<file path="src/hdl/led_skip_region_remapper_unit_assert.svh">
// ----------------------------------------------------------------------------
// led skip region remapper assertion macros
// shared property forms for the remapper modules
// ----------------------------------------------------------------------------
`ifndef LED_SKIP_REGION_REMAPPER_UNIT_ASSERT_SVH
`define LED_SKIP_REGION_REMAPPER_UNIT_ASSERT_SVH

// same-cycle implication
`define LSRR_ASSERT_NOW(lbl, ante, cons) \
    lbl: assert property (@(posedge clk) disable iff (!rst_n) (ante) |-> (cons)) \
        else $error("lsrr check failed");

// next-cycle implication
`define LSRR_ASSERT_NEXT(lbl, ante, cons) \
    lbl: assert property (@(posedge clk) disable iff (!rst_n) (ante) |=> (cons)) \
        else $error("lsrr check failed");

`endif

</file>
<file path="src/hdl/lsrr_pkg.sv">
// ----------------------------------------------------------------------------
// lsrr_pkg
// constants, codes and controller/datapath interface types
// ----------------------------------------------------------------------------
package lsrr_pkg;

    localparam int unsigned MAX_REGIONS = 16;
    localparam int unsigned IDX_W       = $clog2(MAX_REGIONS);
    localparam int unsigned CNT_W       = $clog2(MAX_REGIONS + 1);
    localparam int unsigned POS_W       = 16;

    localparam logic [POS_W-1:0] NUM_LEDS  = 16'd1024;
    localparam logic [CNT_W-1:0] CNT_FULL  = CNT_W'(MAX_REGIONS);

    localparam logic [1:0] REQ_CLEAR = 2'd0;
    localparam logic [1:0] REQ_ADD   = 2'd1;
    localparam logic [1:0] REQ_MAP   = 2'd2;
    localparam logic [1:0] REQ_CHECK = 2'd3;

    localparam logic [1:0] STAT_DONE    = 2'd0;
    localparam logic [1:0] STAT_INVALID = 2'd1;
    localparam logic [1:0] STAT_FULL    = 2'd2;

    typedef struct packed {
        logic             latch;
        logic             clr_cnt;
        logic             inc_cnt;
        logic             rd_en;
        logic [IDX_W-1:0] rd_addr;
        logic             wr_en;
        logic [IDX_W-1:0] wr_addr;
        logic             wr_new;
        logic             eval;
        logic             load_out;
    } lsrr_cmd_t;

    typedef struct packed {
        logic [1:0]       req_in;
        logic             add_bad;
        logic             full;
        logic             pos_out;
        logic             cnt_zero;
        logic             start_gt;
        logic [CNT_W-1:0] cnt;
    } lsrr_stat_t;

endpackage

</file>
<file path="src/hdl/lsrr_dpath.sv">
// ----------------------------------------------------------------------------
// lsrr_dpath
// region table memory, count, walk arithmetic and output registers
// ----------------------------------------------------------------------------
module lsrr_dpath
    import lsrr_pkg::*;
(
    input  logic                    clk,
    input  logic                    rst_n,
    input  lsrr_cmd_t               cmd,
    output lsrr_stat_t              stat,
    input  logic                    cfg_wr_en,
    input  logic signed [POS_W-1:0] cfg_wr_data,
    input  logic [1:0]              req_type,
    input  logic [POS_W-1:0]        region_first,
    input  logic [POS_W-1:0]        region_last,
    input  logic [POS_W-1:0]        led_position,
    output logic [POS_W-1:0]        mapped_position,
    output logic                    position_ok,
    output logic [1:0]              status
);

    logic [2*POS_W-1:0] mem_reg [MAX_REGIONS];
    logic [2*POS_W-1:0] rd_data_reg;

    logic [POS_W-1:0]   base_reg;
    logic [CNT_W-1:0]   cnt_reg, cnt_next;
    logic [1:0]         req_reg, req_next;
    logic [POS_W-1:0]   first_reg, first_next;
    logic [POS_W-1:0]   last_reg, last_next;
    logic [POS_W-1:0]   pos_reg, pos_next;
    logic [POS_W-1:0]   acc_reg, acc_next;
    logic               ok_reg, ok_next;
    logic [1:0]         stat_reg, stat_next;
    logic [POS_W-1:0]   mapped_reg, mapped_next;
    logic               pok_reg, pok_next;
    logic [1:0]         ostat_reg, ostat_next;

    logic [POS_W-1:0]   rd_start, rd_end, rd_len;
    logic               add_bad, full, pos_out;

    assign rd_start = rd_data_reg[2*POS_W-1:POS_W];
    assign rd_end   = rd_data_reg[POS_W-1:0];
    assign rd_len   = rd_end - rd_start + POS_W'(1);

    assign add_bad = (region_first > region_last) || (region_first >= NUM_LEDS)
                     || (region_last >= NUM_LEDS);
    assign full    = (cnt_reg == CNT_FULL);
    assign pos_out = (led_position >= NUM_LEDS);

    always_comb
    begin
        stat.req_in   = req_type;
        stat.add_bad  = add_bad;
        stat.full     = full;
        stat.pos_out  = pos_out;
        stat.cnt_zero = (cnt_reg == '0);
        stat.start_gt = (rd_start > first_reg);
        stat.cnt      = cnt_reg;
    end

    // table storage
    always_ff @(posedge clk)
    begin
        if (cmd.wr_en)
        begin
            mem_reg[cmd.wr_addr] <= cmd.wr_new ? {first_reg, last_reg} : rd_data_reg;
        end
        if (cmd.rd_en)
        begin
            rd_data_reg <= mem_reg[cmd.rd_addr];
        end
    end

    always_comb
    begin
        cnt_next    = cnt_reg;
        req_next    = req_reg;
        first_next  = first_reg;
        last_next   = last_reg;
        pos_next    = pos_reg;
        acc_next    = acc_reg;
        ok_next     = ok_reg;
        stat_next   = stat_reg;
        mapped_next = mapped_reg;
        pok_next    = pok_reg;
        ostat_next  = ostat_reg;

        if (cmd.clr_cnt)
        begin
            cnt_next = '0;
        end
        else if (cmd.inc_cnt)
        begin
            cnt_next = cnt_reg + CNT_W'(1);
        end

        if (cmd.latch)
        begin
            req_next   = req_type;
            first_next = region_first;
            last_next  = region_last;
            pos_next   = led_position;
            acc_next   = pos_out ? led_position : led_position + base_reg;
            ok_next    = !pos_out;
            priority if (add_bad)
            begin
                stat_next = STAT_INVALID;
            end
            else if (full)
            begin
                stat_next = STAT_FULL;
            end
            else
            begin
                stat_next = STAT_DONE;
            end
        end
        else if (cmd.eval)
        begin
            priority if (pos_reg > rd_end)
            begin
                acc_next = acc_reg + rd_len;
            end
            else if (pos_reg >= rd_start)
            begin
                acc_next = pos_reg + rd_len;
                ok_next  = 1'b0;
            end
            else
            begin
                acc_next = acc_reg;
            end
        end

        if (cmd.load_out)
        begin
            mapped_next = (req_reg == REQ_MAP) ? acc_reg : '0;
            pok_next    = (req_reg == REQ_CHECK) ? ok_reg : 1'b0;
            ostat_next  = (req_reg == REQ_ADD) ? stat_reg : STAT_DONE;
        end
    end

    always_ff @(posedge clk or negedge rst_n)
    begin
        if (!rst_n)
        begin
            base_reg <= '0;
            cnt_reg  <= '0;
        end
        else
        begin
            if (cfg_wr_en)
            begin
                base_reg <= cfg_wr_data;
            end
            cnt_reg <= cnt_next;
        end
    end

    always_ff @(posedge clk)
    begin
        req_reg    <= req_next;
        first_reg  <= first_next;
        last_reg   <= last_next;
        pos_reg    <= pos_next;
        acc_reg    <= acc_next;
        ok_reg     <= ok_next;
        stat_reg   <= stat_next;
        mapped_reg <= mapped_next;
        pok_reg    <= pok_next;
        ostat_reg  <= ostat_next;
    end

    assign mapped_position = mapped_reg;
    assign position_ok     = pok_reg;
    assign status          = ostat_reg;

`include "led_skip_region_remapper_unit_assert.svh"

    `LSRR_ASSERT_NOW(a_cnt_bound, 1'b1, cnt_reg <= CNT_FULL)
    `LSRR_ASSERT_NOW(a_wr_room, cmd.wr_en, cnt_reg != CNT_FULL)
    `LSRR_ASSERT_NOW(a_eval_req, cmd.eval, req_reg == REQ_MAP || req_reg == REQ_CHECK)

endmodule

</file>
<file path="src/hdl/lsrr_ctrl.sv">
// ----------------------------------------------------------------------------
// lsrr_ctrl
// request sequencer: table walk, sorted insert and result handshake
// ----------------------------------------------------------------------------
module lsrr_ctrl
    import lsrr_pkg::*;
(
    input  logic       clk,
    input  logic       rst_n,
    input  logic       in_valid,
    output logic       in_stall,
    output logic       out_valid,
    input  logic       out_stall,
    input  lsrr_stat_t stat,
    output lsrr_cmd_t  cmd
);

    localparam logic [2:0] ST_IDLE    = 3'd0;
    localparam logic [2:0] ST_WALK    = 3'd1;
    localparam logic [2:0] ST_DRAIN   = 3'd2;
    localparam logic [2:0] ST_ADD_RD  = 3'd3;
    localparam logic [2:0] ST_ADD_CMP = 3'd4;
    localparam logic [2:0] ST_FIN     = 3'd5;

    logic [2:0]       state_reg, state_next;
    logic [CNT_W-1:0] idx_reg, idx_next;
    logic             ovld_reg, ovld_next;
    logic [CNT_W-1:0] idx_m1;
    logic             accept;

    assign idx_m1   = idx_reg - CNT_W'(1);
    assign in_stall = (state_reg != ST_IDLE);
    assign accept   = in_valid && !in_stall;

    always_comb
    begin
        state_next   = state_reg;
        idx_next     = idx_reg;
        ovld_next    = ovld_reg && out_stall;
        cmd          = '0;
        cmd.rd_addr  = idx_reg[IDX_W-1:0];
        cmd.wr_addr  = idx_reg[IDX_W-1:0];

        unique case (state_reg)
            ST_IDLE:
            begin
                if (accept)
                begin
                    cmd.latch  = 1'b1;
                    state_next = ST_FIN;
                    unique case (stat.req_in)
                        REQ_CLEAR:
                        begin
                            cmd.clr_cnt = 1'b1;
                        end
                        REQ_ADD:
                        begin
                            if (!stat.add_bad && !stat.full)
                            begin
                                idx_next   = stat.cnt;
                                state_next = ST_ADD_RD;
                            end
                        end
                        REQ_MAP, REQ_CHECK:
                        begin
                            if (!stat.pos_out && !stat.cnt_zero)
                            begin
                                idx_next   = '0;
                                state_next = ST_WALK;
                            end
                        end
                        default:
                        begin
                            state_next = ST_FIN;
                        end
                    endcase
                end
            end
            ST_WALK:
            begin
                cmd.rd_en = 1'b1;
                cmd.eval  = (idx_reg != '0);
                idx_next  = idx_reg + CNT_W'(1);
                if (idx_reg == stat.cnt - CNT_W'(1))
                begin
                    state_next = ST_DRAIN;
                end
            end
            ST_DRAIN:
            begin
                cmd.eval   = 1'b1;
                state_next = ST_FIN;
            end
            ST_ADD_RD:
            begin
                if (idx_reg == '0)
                begin
                    cmd.wr_en   = 1'b1;
                    cmd.wr_new  = 1'b1;
                    cmd.inc_cnt = 1'b1;
                    state_next  = ST_FIN;
                end
                else
                begin
                    cmd.rd_en   = 1'b1;
                    cmd.rd_addr = idx_m1[IDX_W-1:0];
                    state_next  = ST_ADD_CMP;
                end
            end
            ST_ADD_CMP:
            begin
                cmd.wr_en = 1'b1;
                if (stat.start_gt)
                begin
                    idx_next   = idx_m1;
                    state_next = ST_ADD_RD;
                end
                else
                begin
                    cmd.wr_new  = 1'b1;
                    cmd.inc_cnt = 1'b1;
                    state_next  = ST_FIN;
                end
            end
            ST_FIN:
            begin
                if (!ovld_reg || !out_stall)
                begin
                    cmd.load_out = 1'b1;
                    ovld_next    = 1'b1;
                    state_next   = ST_IDLE;
                end
            end
            default:
            begin
                state_next = ST_IDLE;
            end
        endcase
    end

    always_ff @(posedge clk or negedge rst_n)
    begin
        if (!rst_n)
        begin
            state_reg <= ST_IDLE;
            idx_reg   <= '0;
            ovld_reg  <= 1'b0;
        end
        else
        begin
            state_reg <= state_next;
            idx_reg   <= idx_next;
            ovld_reg  <= ovld_next;
        end
    end

    assign out_valid = ovld_reg;

`include "led_skip_region_remapper_unit_assert.svh"

    `LSRR_ASSERT_NEXT(a_busy_after_accept, accept, in_stall)
    `LSRR_ASSERT_NOW(a_walk_in_table, state_reg == ST_WALK, idx_reg < stat.cnt)
    `LSRR_ASSERT_NEXT(a_out_hold, ovld_reg && out_stall, ovld_reg)

endmodule

</file>
<file path="src/hdl/led_skip_region_remapper_unit.sv">
// ----------------------------------------------------------------------------
// led_skip_region_remapper_unit
// sequence: clear and a rejected add go straight to the result; add shifts each
//   region that starts after the new one up a slot, then writes the new region
//   map/check walk every region, straight to the result when out of range or empty
// throughput: one request at a time, the next one taken at the edge the result
//   can first be taken; set by the single-port region table walk and shift
// reset: region count and base offset clear, table contents undefined until added
// ----------------------------------------------------------------------------
module led_skip_region_remapper_unit
    import lsrr_pkg::*;
(
    input  logic                    clk,
    input  logic                    rst_n,
    input  logic                    in_valid,
    output logic                    in_stall,
    input  logic [1:0]              req_type,
    input  logic [POS_W-1:0]        region_first,
    input  logic [POS_W-1:0]        region_last,
    input  logic [POS_W-1:0]        led_position,
    output logic                    out_valid,
    input  logic                    out_stall,
    output logic [POS_W-1:0]        mapped_position,
    output logic                    position_ok,
    output logic [1:0]              status,
    input  logic                    cfg_wr_en,
    input  logic signed [POS_W-1:0] cfg_wr_data
);

    lsrr_cmd_t  cmd;
    lsrr_stat_t stat;

    lsrr_ctrl u_ctrl (
        .clk       (clk),
        .rst_n     (rst_n),
        .in_valid  (in_valid),
        .in_stall  (in_stall),
        .out_valid (out_valid),
        .out_stall (out_stall),
        .stat      (stat),
        .cmd       (cmd)
    );

    lsrr_dpath u_dpath (
        .clk             (clk),
        .rst_n           (rst_n),
        .cmd             (cmd),
        .stat            (stat),
        .cfg_wr_en       (cfg_wr_en),
        .cfg_wr_data     (cfg_wr_data),
        .req_type        (req_type),
        .region_first    (region_first),
        .region_last     (region_last),
        .led_position    (led_position),
        .mapped_position (mapped_position),
        .position_ok     (position_ok),
        .status          (status)
    );

endmodule
</file>
<file path="config.mk">
export PLATFORM = sky130hd
export DESIGN_NAME = led_skip_region_remapper_unit
export DESIGN_NICKNAME = d
export VERILOG_FILES = /design/src/hdl/lsrr_pkg.sv /design/src/hdl/lsrr_dpath.sv /design/src/hdl/lsrr_ctrl.sv /design/src/hdl/led_skip_region_remapper_unit.sv
export VERILOG_INCLUDE_DIRS = /design/src /design/src/hdl
export SDC_FILE = /design/constraint.sdc
export NUM_CORES = 1
export LEC_CHECK = 0
export ABC_AREA = 1
export BUFFER_PORTS_ARGS = -buffer_cell sky130_fd_sc_hd__buf_2
export CELL_PAD_IN_SITES_DETAIL_PLACEMENT = 1
export CELL_PAD_IN_SITES_GLOBAL_PLACEMENT = 2
export CORE_MARGIN = 2
export CORE_UTILIZATION = 35
export DETAILED_ROUTE_END_ITERATION = 6
export PLACE_DENSITY = 0.71
export SKIP_CTS_REPAIR_TIMING = 1
export SKIP_LAST_GASP = 1
export SYNTH_ARGS = -nofsm -noshare
export SYNTH_HDL_FRONTEND = slang
export SYNTH_SLANG_ARGS = --single-unit
</file>
<file path="constraint.sdc">
create_clock -name clk -period 5.3 [get_ports clk]
set_clock_uncertainty 0.05 [all_clocks]
set_input_delay 0.795 -clock clk [delete_from_list [all_inputs] [get_ports clk]]
set_output_delay 0.795 -clock clk [all_outputs]
set_load 0.1 [all_outputs]
</file>
==> PnR_summary.wiki, run 1 <==
{| class="wikitable"
! Metric !! Value
|-
| Status || completed
|-
| Number of antenna violations at the first check in global routing || 1
|-
| All-Layer GR Usage || 21.2%
|-
| Power density cells || 736 nW/µm²
|-
| Main area contributors after synthesis || edfxtp_1, o21ai_0, ha_1, nand2_1, nor2_1
|-
| Std-Cell Core Area || ~87000 µm²
|-
| 1st-iter DRT viols || 1506
|-
| Nature of the critical path endpoint || flop
|-
| Setup slack of the critical path after layout || 1.15 ns
|-
| Synth-to-layout area growth || 14.3%
|-
| Top library cells by usage in the layout, fill and taps aside || edfxtp_1, nand2_1, o21ai_0, nor2_1, inv_1
|-
| Number of vias in the routed layout || 21.5k
|-
| Clock latency reported for the late side of the worst-skew pair || 0.66 ns
|-
| Count of boundary I/O pins || slightly above 90
|-
| Arrival time reported for the critical path endpoint || roughly 4.5 ns
|-
| First-pass GRT wire length || 143000 µm
|-
| Die H || approximately 300 µm
|-
| Clock-pin slew reported for the worst setup and hold paths after clock tree synthesis || 0.06 ns
|-
| Number of flops mapped to enable cells by yosys || roughly 630
|-
| Endpoint of the worst-slack reg-to-reg timing path || u_dpath.acc_reg[15]$_DFFE_PP_
|-
| P_leak || about 13 nW
|-
| Filler Cells Inserted || 9272
|-
| Post-route cell area || 35000 µm²
|-
| Die Area || 89700 µm²
|-
| Setup Slack @ Placement || 1.17 ns
|-
| X dimension of the die || 300 µm
|-
| Clock sink total || 662
|-
| ANT nets after route || 0
|-
| Clock buffers created by TritonCTS || 76
|-
| Reg2reg path depth || 21
|-
| Top fanout value on the critical path || 4
|-
| Netlist area before placement || 30600 µm²
|-
| Wire per inst || approximately 24 µm
|-
| Vias in the first global route || 22.7k
|-
| Most common cell after layout, fill and taps aside || edfxtp_1
|-
| Unique masters post-synth || 50
|-
| Required @ worst endpoint || 5.64 ns
|-
| Sum of negative setup slack || 0 ns
|-
| Clock Tree Buf Depth || 3
|-
| Count of nets after finishing || 2986
|-
| Starting utilization of the core area || 35.3%
|-
| Final clock period utilization by the worst path || 78.4%
|-
| GP Congestion || 0.881
|-
| Share of cells above drive strength 1 || between 10% and 20%
|-
| Top cell type's share of synthesized area || 62.1%
|-
| Origin of the worst setup path || u_dpath.rd_data_reg[17]$_DFFE_PP_
|-
| Residual DRC count || 0
|-
| MaxCap Viol Count || 0
|-
| Count of port buffers added during placement || a little over 90
|-
| Share of synthesized area occupied by flip-flops and latches || 64.5%
|-
| Worst hold path class || input port to async pin
|-
| Setup violations, final || 0
|-
| Flip-flop count of the largest register after layout || 512
|-
| Slew at the pin closest to its max-slew limit || 1.35 ns
|-
| Clock H-tree levels || 3
|-
| Timing-limited maximum frequency || approximately 240 MHz
|-
| TritonCTS clock tree || done
|-
| Syn_nets || around 2.9k
|-
| GR Util met1 || 27.8%
|-
| Final number of hold-violating endpoints || 0
|-
| Fraction of synthesis flops using an asynchronous set or reset pin || 4.53%
|-
| Layer with the highest usage after global routing || met2
|-
| Vias per inst || 5.36
|-
| Count of state elements after synthesis || 662
|-
| Average instance area after synthesis || approximately 11 µm²
|-
| Root cell of the clock tree || clkbuf_16
|-
| Most used flip-flop cell after synthesis || edfxtp_1
|-
| Type of element launching the critical path || flop
|-
| Met2 track demand over resource || 36.6%
|-
| Crit path capture || u_dpath.acc_reg[15]$_DFFE_PP_
|-
| DP HPWL || 60600 µm
|-
| Grt ovf || 0
|-
| Number of warnings reported in the yosys synthesis log || 0
|-
| Maximum number of pins on one net before global-route repair || about 120
|-
| Critical path class || flop to flop
|-
| Setup repair after global routing missed its margin || false
|-
| Synth Instances || 2669
|-
| Wire length after detailed routing || between 90000 and 100000 µm
|-
| Met3 usage in global routing || under 10%
|-
| Rows || 108
|-
| Maximum resistive drop on vdd || 494 µV
|-
| Cell area after placement || around 33000 µm²
|-
| Final max-slew violation count || 0
|-
| Cell taking the most area after synthesis || edfxtp_1
|-
| DRT Pass-1 Iters || 5
|-
| Relative slew slack || approximately a tenth
|-
| Post-layout min period || 4.15 ns
|-
| Register-to-register path setup slack || 1.15 ns
|-
| Worst r2r src || u_dpath.rd_data_reg[17]$_DFFE_PP_
|}
==> critical path, cell delays in order, from the launching register on <==
cell and delay (ns):
edfxtp_1 0.42, ha_1 0.29, inv_1 0.06, ha_1 0.16, inv_1 0.06, fa_1 0.41, inv_1 0.09, nand2_1 0.06
nand3_1 0.15, a31oi_1 0.14, o21ai_0 0.43, a21oi_1 0.15, xor2_1 0.18, ha_1 0.36, inv_1 0.12, o21bai_1 0.10
a21oi_1 0.13, o21ai_0 0.09, a21oi_1 0.20, nand3_1 0.10, nand3_1 0.09, nand2_1 0.06
==> per-layer routing <==
layer	share of wire, %	routed length [µm]
met5	0	0
met4	2.2	2140
met3	4.4	4220
met2	49	47100
met1	44	42000
==> report_power, final <==
group	leakage (nW)	total [mW]	internal, mW	switching [mW]
Clock	1.18	5.12	2.91	2.21
Sequential	6.11	7.82	7.55	0.271
Combinational	5.63	12.8	3.82	8.98
==> cells in the mapped netlist, drive strengths merged (30+ instances only) <==
cell type and count:
edfxtp 632, nand2 418, o21ai 354, nor2 319, inv 180, ha 130
a21oi 97, nand3 94, buf 79, o22ai 69, clkbuf 45, o21bai 37
o211ai 36, o221ai 35, dfrtp 30
==> stage by stage <==
step                      util, %  hold slack (ns)  power, mW  std cells
final                        40.4            0.169       25.7       4001
after global routing         40.4            0.212       27.6       4000
after CTS                    40.3            0.161       26.0       4000
after detailed placement     37.6            0.459       20.7       3859
after global placement       37.6            0.440       20.5       3859
after floorplan                 -            0.417       16.4       2669
==> how the worst min path moves through the flow <==
| stage | slack, ns | cells past startpoint | from | to |
|---|---|---|---|---|
| global placement | 0.44 | 2 | u_dpath.cnt_reg[1]$_DFFE_PN0P_ | u_dpath.cnt_reg[1]$_DFFE_PN0P_ |
| CTS | 0.16 | 1 | rst_n | u_dpath.base_reg[13]$_DFFE_PN0P_ |
| finish | 0.17 | 1 | rst_n | u_dpath.base_reg[14]$_DFFE_PN0P_ |
| detailed placement | 0.46 | 1 | u_dpath.base_reg[4]$_DFFE_PN0P_ | u_dpath.base_reg[4]$_DFFE_PN0P_ |
| global route | 0.21 | 1 | rst_n | u_dpath.base_reg[14]$_DFFE_PN0P_ |
| floorplan | 0.42 | 2 | u_dpath.cnt_reg[1]$_DFFE_PN0P_ | u_dpath.cnt_reg[1]$_DFFE_PN0P_ |
==> logic make-up (layout without fill, tap and decap cells) <==
| group | count (synthesis) | after routing | synth area share (%) |
|---|---|---|---|
| muxes | 14 | 14 | 0.516 |
| xor gates and xnor gates | 35 | 35 | 1.00 |
| and+or+nand+nor | 872 | 872 | 11.6 |
| buffers and inverters | 304 | 480 | 4.33 |
| adders and majority gates | 133 | 133 | 5.52 |
| DFF | 662 | 662 | 64.5 |
| AOI/OAI and AO/OA | 649 | 649 | 12.6 |
| other | 0 | 1 | 0 |
==> area by class of cell <==
cell class,count,area [µm²],share of cell area [%]
timing repair buffer,159,1000,2.87
sequential,662,19700,56.4
clock inverter,52,457,1.31
multi-input combinational,1703,9690,27.7
clock buffer,89,1950,5.58
inverter,180,682,1.95
antenna,1,2.50,0.00716
tap,1155,1450,4.13
Note: power is estimated with default switching activity, not from simulation.
==> inputs of run 2 (changes only) <==
ABC_AREA = 0   (was 1)
PLACE_DENSITY = 0.66   (was 0.71)
clock period = 3.9 ns   (was 5.3 ns; I/O delays follow)
==> PnR_summary.wiki, run 2 <==
{| class="wikitable"
! Metric !! Value
|-
| Number of flops mapped to enable cells by yosys || 632 (unchanged)
|-
| Unique masters post-synth || 69 (was 50)
|-
| Count of boundary I/O pins || 92 (unchanged)
|-
| Required @ worst endpoint || 4.23 ns (was 5.64 ns)
|-
| Rows || 106 (was 108)
|-
| Utilization after layout || 42.8% (was 40.4%)
|-
| Cell-internal power || 22.8 mW (was 14.3 mW)
|-
| Area of all sequential standard cells || 19700 µm² (unchanged)
|-
| Switching power total || 13.6 mW (was 11.5 mW)
|-
| Violated checks || negative hold slack, negative setup slack
|-
| Footprint of the multi-input gates || 9560 µm² (was 9690 µm²)
|-
| Cell Chain, Critical Path || ha_4 -> and3_4 -> nand4_1 -> nor3_4 -> a211oi_4 -> nor2_4 -> mux2_4 -> ha_4 -> a211oi_2 -> nor2_2 -> o41a_1 -> buf_4 -> or4_4 -> a31oi_4 -> xnor2_1 -> nand2_1 -> o21ai_0 (was ha_1 -> inv_1 -> ha_1 -> inv_1 -> fa_1 -> inv_1 -> nand2_1 -> nand3_1 -> a31oi_1 -> o21ai_0 -> a21oi_1 -> xor2_1 -> ha_1 -> inv_1 -> o21bai_1 -> a21oi_1 -> o21ai_0 -> a21oi_1 -> nand3_1 -> nand3_1 -> nand2_1)
|-
| Clock network fraction of design power || 18.7% (was 19.9%)
|-
| Residual DRC count || 0 (unchanged)
|-
| X dimension of the die || 295 µm (was 300 µm)
|-
| P_leak || 12.9 nW (about the same)
|-
| Delay contributed by the slowest stage of the critical path || 0.45 ns (was 0.43 ns)
|-
| Maximum number of pins on one net before global-route repair || 65 (was 123)
|-
| Vias per inst || 5.30 (was 5.36)
|-
| Std-Cell Core Area || 83800 µm² (was 86600 µm²)
|-
| Number of vias in the routed layout || 17.7k (was 21.5k)
|-
| TritonCTS clock tree || done (unchanged)
|-
| Relative slew slack || 37.1% (was 9.54%)
|-
| Setup repair after global routing missed its margin || true (was false)
|-
| Count leader, synth || edfxtp_1 (unchanged)
|-
| Grt ovf || 0 (unchanged)
|-
| Top library cells by usage in the layout, fill and taps aside || edfxtp_1, buf_4, nand2_1, mux4_2, ha_1 (was edfxtp_1, nand2_1, o21ai_0, nor2_1, inv_1)
|-
| Filler Cells Inserted || 8329 (was 9272)
|-
| Top fanout value on the critical path || 5 (was 4)
|-
| Cell area after placement || 33200 µm² (was 32500 µm²)
|-
| Final max-slew violation count || 0 (unchanged)
|-
| Most used standard cells in the synthesized netlist || edfxtp_1, nand2_1, ha_1 (was edfxtp_1, nand2_1, o21ai_0)
|-
| First-pass GRT wire length || 128000 µm (was 143000 µm)
|-
| Timing-limited maximum frequency || 230 MHz (was 241 MHz)
|-
| Sequential share of power || 28.5% (was 30.4%)
|-
| Synth-to-layout area growth || 20.6% (was 14.3%)
|-
| DRT Pass-1 Iters || 5 (unchanged)
|-
| GP Congestion || 0.848 (was 0.881)
|-
| Final number of hold-violating endpoints || 30 (was 0)
|-
| Worst hold path class || input port to async pin (unchanged)
|-
| Die Area || 87200 µm² (was 89700 µm²)
|-
| Setup violations, final || 9 (was 0)
|-
| Vias in the first global route || 19.0k (was 22.7k)
|-
| Top cell type's share of synthesized area || 63.9% (was 62.1%)
|-
| Number of warnings reported in the yosys synthesis log || 0 (unchanged)
|-
| Final antenna diode count || 0 (was 1)
|-
| Final clock period utilization by the worst path || 111% (was 78.4%)
|-
| All-Layer GR Usage || 20.2% (was 21.2%)
|-
| Clock-pin slew reported for the worst setup and hold paths after clock tree synthesis || 0.06 ns (about the same)
|-
| Maximum resistive drop on vdd || 708 µV (was 494 µV)
|-
| Clock H-tree levels || 3 (unchanged)
|-
| Count of port buffers added during placement || 91 (unchanged)
|-
| Cell taking the most area after synthesis || edfxtp_1 (unchanged)
|-
| Most used flip-flop cell after synthesis || edfxtp_1 (unchanged)
|-
| Flip-flop count of the largest register after layout || 512 (unchanged)
|-
| DP HPWL || 57300 µm (was 60600 µm)
|-
| Switching share of power || 37.3% (was 44.5%)
|-
| Proportion of power drawn by combinational gates || 52.8% (was 49.7%)
|-
| Wire length after detailed routing || 87100 µm (was 95400 µm)
|-
| Fraction of synthesis flops using an asynchronous set or reset pin || 4.53% (unchanged)
|-
| Worst hold margin || -0.0328 ns (was 0.169 ns)
|-
| Most common cell after layout, fill and taps aside || edfxtp_1 (unchanged)
|-
| Syn_nets || 2050 (was 2873)
|-
| Clock sink total || 662 (unchanged)
|-
| Arrival time reported for the critical path endpoint || 4.67 ns (was 4.50 ns)
|-
| Root cell of the clock tree || clkbuf_16 (unchanged)
|-
| Nature of the critical path endpoint || flop (unchanged)
|-
| Post-layout min period || 4.34 ns (was 4.15 ns)
|-
| Slew at the pin closest to its max-slew limit || 0.942 ns (was 1.35 ns)
|-
| Number of antenna violations at the first check in global routing || 6 (was 1)
|-
| 1st-iter DRT viols || 1240 (was 1506)
|-
| Clock buffers created by TritonCTS || 74 (was 76)
|-
| Standard cell with the maximum stage delay on the critical path || edfxtp_1 (was o21ai_0)
|-
| Count of state elements after synthesis || 662 (unchanged)
|-
| Critical path buffers and inverters || 1 (was 4)
|-
| Clock latency reported for the late side of the worst-skew pair || 0.64 ns (was 0.66 ns)
|-
| Starting utilization of the core area || 35.4% (was 35.3%)
|-
| Netlist area before placement || 29700 µm² (was 30600 µm²)
|-
| Critical path class || flop to flop (unchanged)
|-
| Status || complete, but fails checks (was completed)
|-
| ANT nets after route || 0 (unchanged)
|-
| Post-route cell area || 35800 µm² (was 35000 µm²)
|-
| Wire per inst || 26.1 µm (was 23.8 µm)
|-
| Clock Tree Buf Depth || 3 (unchanged)
|-
| Synth Instances || 1846 (was 2669)
|-
| Setup slack of the critical path after layout || -0.441 ns (was 1.15 ns)
|-
| MaxCap Viol Count || 0 (unchanged)
|-
| Count of nets after finishing || 2355 (was 2986)
|-
| Share of cells above drive strength 1 || 29.7% (was 12.6%)
|-
| Register-to-register path setup slack || -0.44 ns (was 1.15 ns)
|-
| Share of synthesized area occupied by flip-flops and latches || 66.4% (was 64.5%)
|-
| Main area contributors after synthesis || edfxtp_1, mux4_2, ha_1, dfrtp_1, nand2_1 (was edfxtp_1, o21ai_0, ha_1, nand2_1, nor2_1)
|-
| Die H || 295 µm (was 300 µm)
|-
| Average instance area after synthesis || 16.1 µm² (was 11.5 µm²)
|-
| Top cell by count, worst path || ha_4 (was inv_1)
|-
| Type of element launching the critical path || flop (unchanged)
|-
| Kind of cell with the highest combined delay on the critical path || simple AND/OR/NAND/NOR gates (was compound AO/OA/AOI/OAI gates)
|-
| Power density cells || 1020 nW/µm² (was 736 nW/µm²)
|}
[run 2: changes by cell type in the layout (fill, tap and decap cells not counted), sizes merged, moves of 34 or more]
cell / change
a211oi: +49
a31oi: +39
and2: +64
buf: +142
inv: -88
mux4: +128
nand2: -275
nand3: -79
nor2: -271
o21ai: -281
o221ai: -34
o22ai: -67
[run 2: metrics by stage]
stage | setup TNS, ns | cells | power (mW) | setup WS (ns) | hold WS, ns
floorplan | -0.176 | 1846 | 21.6 | -0.0994 | 0.239
global placement | -1.41 | 3201 | 28.0 | -0.339 | 0.464
detailed placement | -2.59 | 3201 | 28.4 | -0.512 | 0.476
CTS | -2.51 | 3331 | 35.4 | -0.489 | -0.0410
global route | -4.83 | 3339 | 38.6 | -0.624 | 0.0142
finish | -3.09 | 3339 | 36.4 | -0.441 | -0.0328
[run 2: cell families (layout without fill, tap and decap cells)]
| group | Yosys count | in the layout | share of synthesized area, % |
|---|---|---|---|
| flip-flops | 662 | 662 | 66.4 |
| buffers and inverters | 167 | 526 | 2.54 |
| AO/OA/AOI/OAI | 310 | 310 | 6.83 |
| adder cells (fa/ha/maj) | 133 | 133 | 5.68 |
| XOR/XNOR | 43 | 43 | 1.29 |
| AND/OR/NAND/NOR | 362 | 362 | 6.04 |
| multiplexers | 169 | 169 | 11.2 |
[run 2: layer usage]
layer / wire [µm] / GRT usage [%] / vias to the layer above / share of wire, %
li1: - / - / 7822 / -
met1: 39000 / 27.8 / 9354 / 45
met2: 43300 / 34.3 / 428 / 50
met3: 3440 / 2.48 / 90 / 3.9
met4: 1480 / 4.87 / 0 / 1.7
met5: 0 / 0 / - / 0
[run 2: layout make-up]
type	count	area share (%)
Multi-Input combinational cell	1017	26.7
Clock inverter	38	1.16
Tap cell	1134	3.96
Clock buffer	92	5.36
Timing Repair Buffer	302	6.80
Sequential cell	662	55.1
Inverter	94	0.985
[run 2: path summary, 6_finish.rpt]
path	start	end	cells past startpoint
worst max-delay path	u_dpath.pos_reg[14]$_DFFE_PP_	u_dpath.acc_reg[11]$_DFFE_PP_	17
worst min-delay path	rst_n	u_dpath.base_reg[12]$_DFFE_PN0P_	1
worst max register to register	u_dpath.pos_reg[14]$_DFFE_PP_	u_dpath.acc_reg[11]$_DFFE_PP_	17
worst min register to register	u_dpath.base_reg[11]$_DFFE_PN0P_	u_dpath.base_reg[11]$_DFFE_PN0P_	1
max in group asynchronous	rst_n	u_dpath.base_reg[10]$_DFFE_PN0P_	1
min in group clk	region_first[12]	u_dpath.first_reg[12]$_DFFE_PP_	1
[run 2: power groups by stage]
stage / Clock [mW] / Sequential [mW] / Combinational [mW]
after global routing: 7.22 / 10.4 / 21.0
after CTS: 6.98 / 10.4 / 18.0
final: 6.82 / 10.4 / 19.2
after floorplan: 0 / 10.6 / 11.0
after detailed placement: 0 / 10.5 / 17.9
after global placement: 0 / 10.5 / 17.5
==> inputs of run 3 (changes only) <==
CORE_UTILIZATION = 30   (was 35)
PLACE_DENSITY = 0.59   (was 0.66)
==> PnR_summary.wiki, run 3 (synthesis results as in run 2) <==
{| class="wikitable"
! Metric !! Value
|-
| Maximum number of pins on one net before global-route repair || 62 (was 65)
|-
| Nature of the critical path endpoint || flop (unchanged)
|-
| Clock latency reported for the late side of the worst-skew pair || 0.65 ns (was 0.64 ns)
|-
| Cell Chain, Critical Path || ha_4 -> and3_4 -> nand4_1 -> nor3_4 -> a211oi_4 -> nor2_4 -> mux2_4 -> ha_1 -> o21ai_1 -> nor2_1 -> o41a_1 -> o21ai_2 -> a21boi_2 -> o31ai_2 -> buf_4 -> xor2_1 -> a21oi_1 (was ha_4 -> and3_4 -> nand4_1 -> nor3_4 -> a211oi_4 -> nor2_4 -> mux2_4 -> ha_4 -> a211oi_2 -> nor2_2 -> o41a_1 -> buf_4 -> or4_4 -> a31oi_4 -> xnor2_1 -> nand2_1 -> o21ai_0)
|-
| Post-Layout Cell Count || 3515 (was 3339)
|-
| Sequential share of power || 28.2% (was 28.5%)
|-
| Cell-internal power || 23.1 mW (was 22.8 mW)
|-
| Vias per inst || 5.01 (was 5.30)
|-
| Required @ worst endpoint || 4.22 ns (was 4.23 ns)
|-
| Die H || 319 µm (was 295 µm)
|-
| Area of all sequential standard cells || 19700 µm² (unchanged)
|-
| Count of boundary I/O pins || 92 (unchanged)
|-
| Residual DRC count || 0 (unchanged)
|-
| Count of nets after finishing || 2370 (was 2355)
|-
| Wire per inst || 25.9 µm (was 26.1 µm)
|-
| Switching power total || 13.6 mW (about the same)
|-
| Setup Slack @ Placement || -0.441 ns (was -0.512 ns)
|-
| GP Congestion || 0.853 (was 0.848)
|-
| Wire length after detailed routing || 91200 µm (was 87100 µm)
|-
| Power density cells || 1010 nW/µm² (was 1020 nW/µm²)
|-
| Violated checks || negative setup slack (was negative hold slack, negative setup slack)
|-
| Final number of hold-violating endpoints || 0 (was 30)
|-
| Setup slack of the critical path after layout || -0.288 ns (was -0.441 ns)
|-
| Top fanout value on the critical path || 5 (unchanged)
|-
| Post-layout min period || 4.19 ns (was 4.34 ns)
|-
| Grt ovf || 0 (unchanged)
|-
| Share of cells above drive strength 1 || 30.3% (was 29.7%)
|-
| 1st-iter DRT viols || 1439 (was 1240)
|-
| Flip-flop count of the largest register after layout || 512 (unchanged)
|-
| X dimension of the die || 319 µm (was 295 µm)
|-
| Filler Cells Inserted || 9966 (was 8329)
|-
| Proportion of power drawn by combinational gates || 51.6% (was 52.8%)
|-
| Setup violations, final || 8 (was 9)
|-
| Std-Cell Core Area || 98300 µm² (was 83800 µm²)
|-
| ANT nets after route || 0 (unchanged)
|-
| Final clock period utilization by the worst path || 107% (was 111%)
|-
| Final antenna diode count || 0 (unchanged)
|-
| Die Area || 102000 µm² (was 87200 µm²)
|-
| Relative slew slack || 27.9% (was 37.1%)
|-
| Clock buffers created by TritonCTS || 76 (was 74)
|-
| Synth-to-layout area growth || 22.1% (was 20.6%)
|-
| Placed cell count || 3364 (was 3201)
|-
| First-pass GRT wire length || 133000 µm (was 128000 µm)
|-
| Clock sink total || 662 (unchanged)
|-
| Clock-pin slew reported for the worst setup and hold paths after clock tree synthesis || 0.06 ns (about the same)
|-
| Timing-limited maximum frequency || 239 MHz (was 230 MHz)
|-
| Rows || 115 (was 106)
|-
| Maximum resistive drop on vdd || 610 µV (was 708 µV)
|-
| Setup repair after global routing missed its margin || true (unchanged)
|-
| Top library cells by usage in the layout, fill and taps aside || edfxtp_1, buf_4, nand2_1, mux4_2, ha_1 (unchanged)
|-
| MaxCap Viol Count || 0 (unchanged)
|-
| Starting utilization of the core area || 30.2% (was 35.4%)
|-
| Final max-slew violation count || 0 (unchanged)
|-
| Slew at the pin closest to its max-slew limit || 1.08 ns (was 0.942 ns)
|-
| Number of vias in the routed layout || 17.6k (was 17.7k)
|-
| Clock Tree Buf Depth || 3 (unchanged)
|-
| Critical path buffers and inverters || 1 (unchanged)
|-
| Type of element launching the critical path || flop (unchanged)
|-
| TritonCTS clock tree || done (unchanged)
|-
| Footprint of the multi-input gates || 9530 µm² (was 9560 µm²)
|-
| DRT Pass-1 Iters || 5 (unchanged)
|-
| Worst hold path class || input port to flop (was input port to async pin)
|-
| Sum of negative setup slack || -1.72 ns (was -3.09 ns)
|-
| Most common cell after layout, fill and taps aside || edfxtp_1 (unchanged)
|-
| Clock network fraction of design power || 20.2% (was 18.7%)
|-
| Kind of cell with the highest combined delay on the critical path || compound AO/OA/AOI/OAI gates (was simple AND/OR/NAND/NOR gates)
|-
| Clock H-tree levels || 3 (unchanged)
|-
| All-Layer GR Usage || 18.0% (was 20.2%)
|-
| Standard cell with the maximum stage delay on the critical path || edfxtp_1 (unchanged)
|-
| Critical path class || flop to flop (unchanged)
|-
| Status || complete, but fails checks (unchanged)
|-
| DP HPWL || 61900 µm (was 57300 µm)
|-
| Count of port buffers added during placement || 91 (unchanged)
|-
| Utilization after layout || 36.9% (was 42.8%)
|-
| Vias in the first global route || 19.0k (about the same)
|-
| Arrival time reported for the critical path endpoint || 4.51 ns (was 4.67 ns)
|-
| Power Total || 36.8 mW (was 36.4 mW)
|-
| Number of antenna violations at the first check in global routing || 8 (was 6)
|-
| P_leak || 13.0 nW (was 12.9 nW)
|-
| Root cell of the clock tree || clkbuf_16 (unchanged)
|-
| Delay contributed by the slowest stage of the critical path || 0.44 ns (was 0.45 ns)
|-
| Switching share of power || 37.1% (was 37.3%)
|}
==> run 3: changes by cell type in the layout (fill, tap and decap cells not counted), moves of 3 or more <==
cell and delta:
o21ai_0 +3, ha_4 -3, buf_4 +20, o21ai_2 -3, ha_1 +3, clkbuf_16 +4, bufinv_16 +5, buf_12 -5
==> run 3: power groups by stage <==
stage	Combinational, mW	Clock, mW	Sequential (mW)
2_1_floorplan	11.0	0	10.6
3_5_place_dp	18.3	0	10.5
5_1_grt	20.8	7.89	10.4
6_report	19.0	7.43	10.4
3_3_place_gp	18.1	0	10.5
4_1_cts	18.4	7.63	10.4
==> run 3: worst paths after layout <==
path                                                      start                         endpoint  slack [ns]  cells after the start
worst max-delay path               u_dpath.pos_reg[9]$_DFFE_PP_    u_dpath.acc_reg[13]$_DFFE_PP_       -0.29                     17
worst min-delay path                             cfg_wr_data[1]  u_dpath.base_reg[1]$_DFFE_PN0P_        0.12                      3
worst max register to register     u_dpath.pos_reg[9]$_DFFE_PP_    u_dpath.acc_reg[13]$_DFFE_PP_       -0.29                     17
worst min register to register  u_dpath.base_reg[4]$_DFFE_PN0P_  u_dpath.base_reg[4]$_DFFE_PN0P_        0.48                      1
max in group asynchronous                                 rst_n    u_ctrl.idx_reg[2]$_DFFE_PN0P_        2.86                      2
min in group asynchronous                                 rst_n  u_dpath.base_reg[7]$_DFFE_PN0P_        0.49                      2
==> run 3: area by class of cell <==
type                       count  area share (%)
tap                         1287            4.44
clock buffer                  96            5.59
multi-input combinational   1017            26.3
inverter                      94           0.973
sequential                   662            54.4
clock inverter                44            1.57
timing repair buffer         315            6.78
==> run 3: per-stage QoR <==
stage	hold WS, ns	instance area [µm²]
6_report	0.119	36300
2_1_floorplan	0.239	29800
5_1_grt	0.0980	36300
4_1_cts	-0.0652	36000
3_3_place_gp	0.465	33400
3_5_place_dp	0.480	33400
==> run 3: worst min-delay path, stage by stage <==
cell and delay, ns:
buf_2 0.08, nand2_1 0.05, o21ai_0 0.06
==> run 3: routing by layer <==
layer / global-route usage [%] / routed length (µm) / part of all wire, % / up-vias
met2: 29.5 / 43700 / 48 / 371
met3: 3.15 / 4160 / 4.6 / 105
li1: - / - / - / 7866
met4: 4.41 / 1670 / 1.8 / 4
met1: 24.7 / 41600 / 46 / 9257
met5: 0 / 20 / 0.022 / -
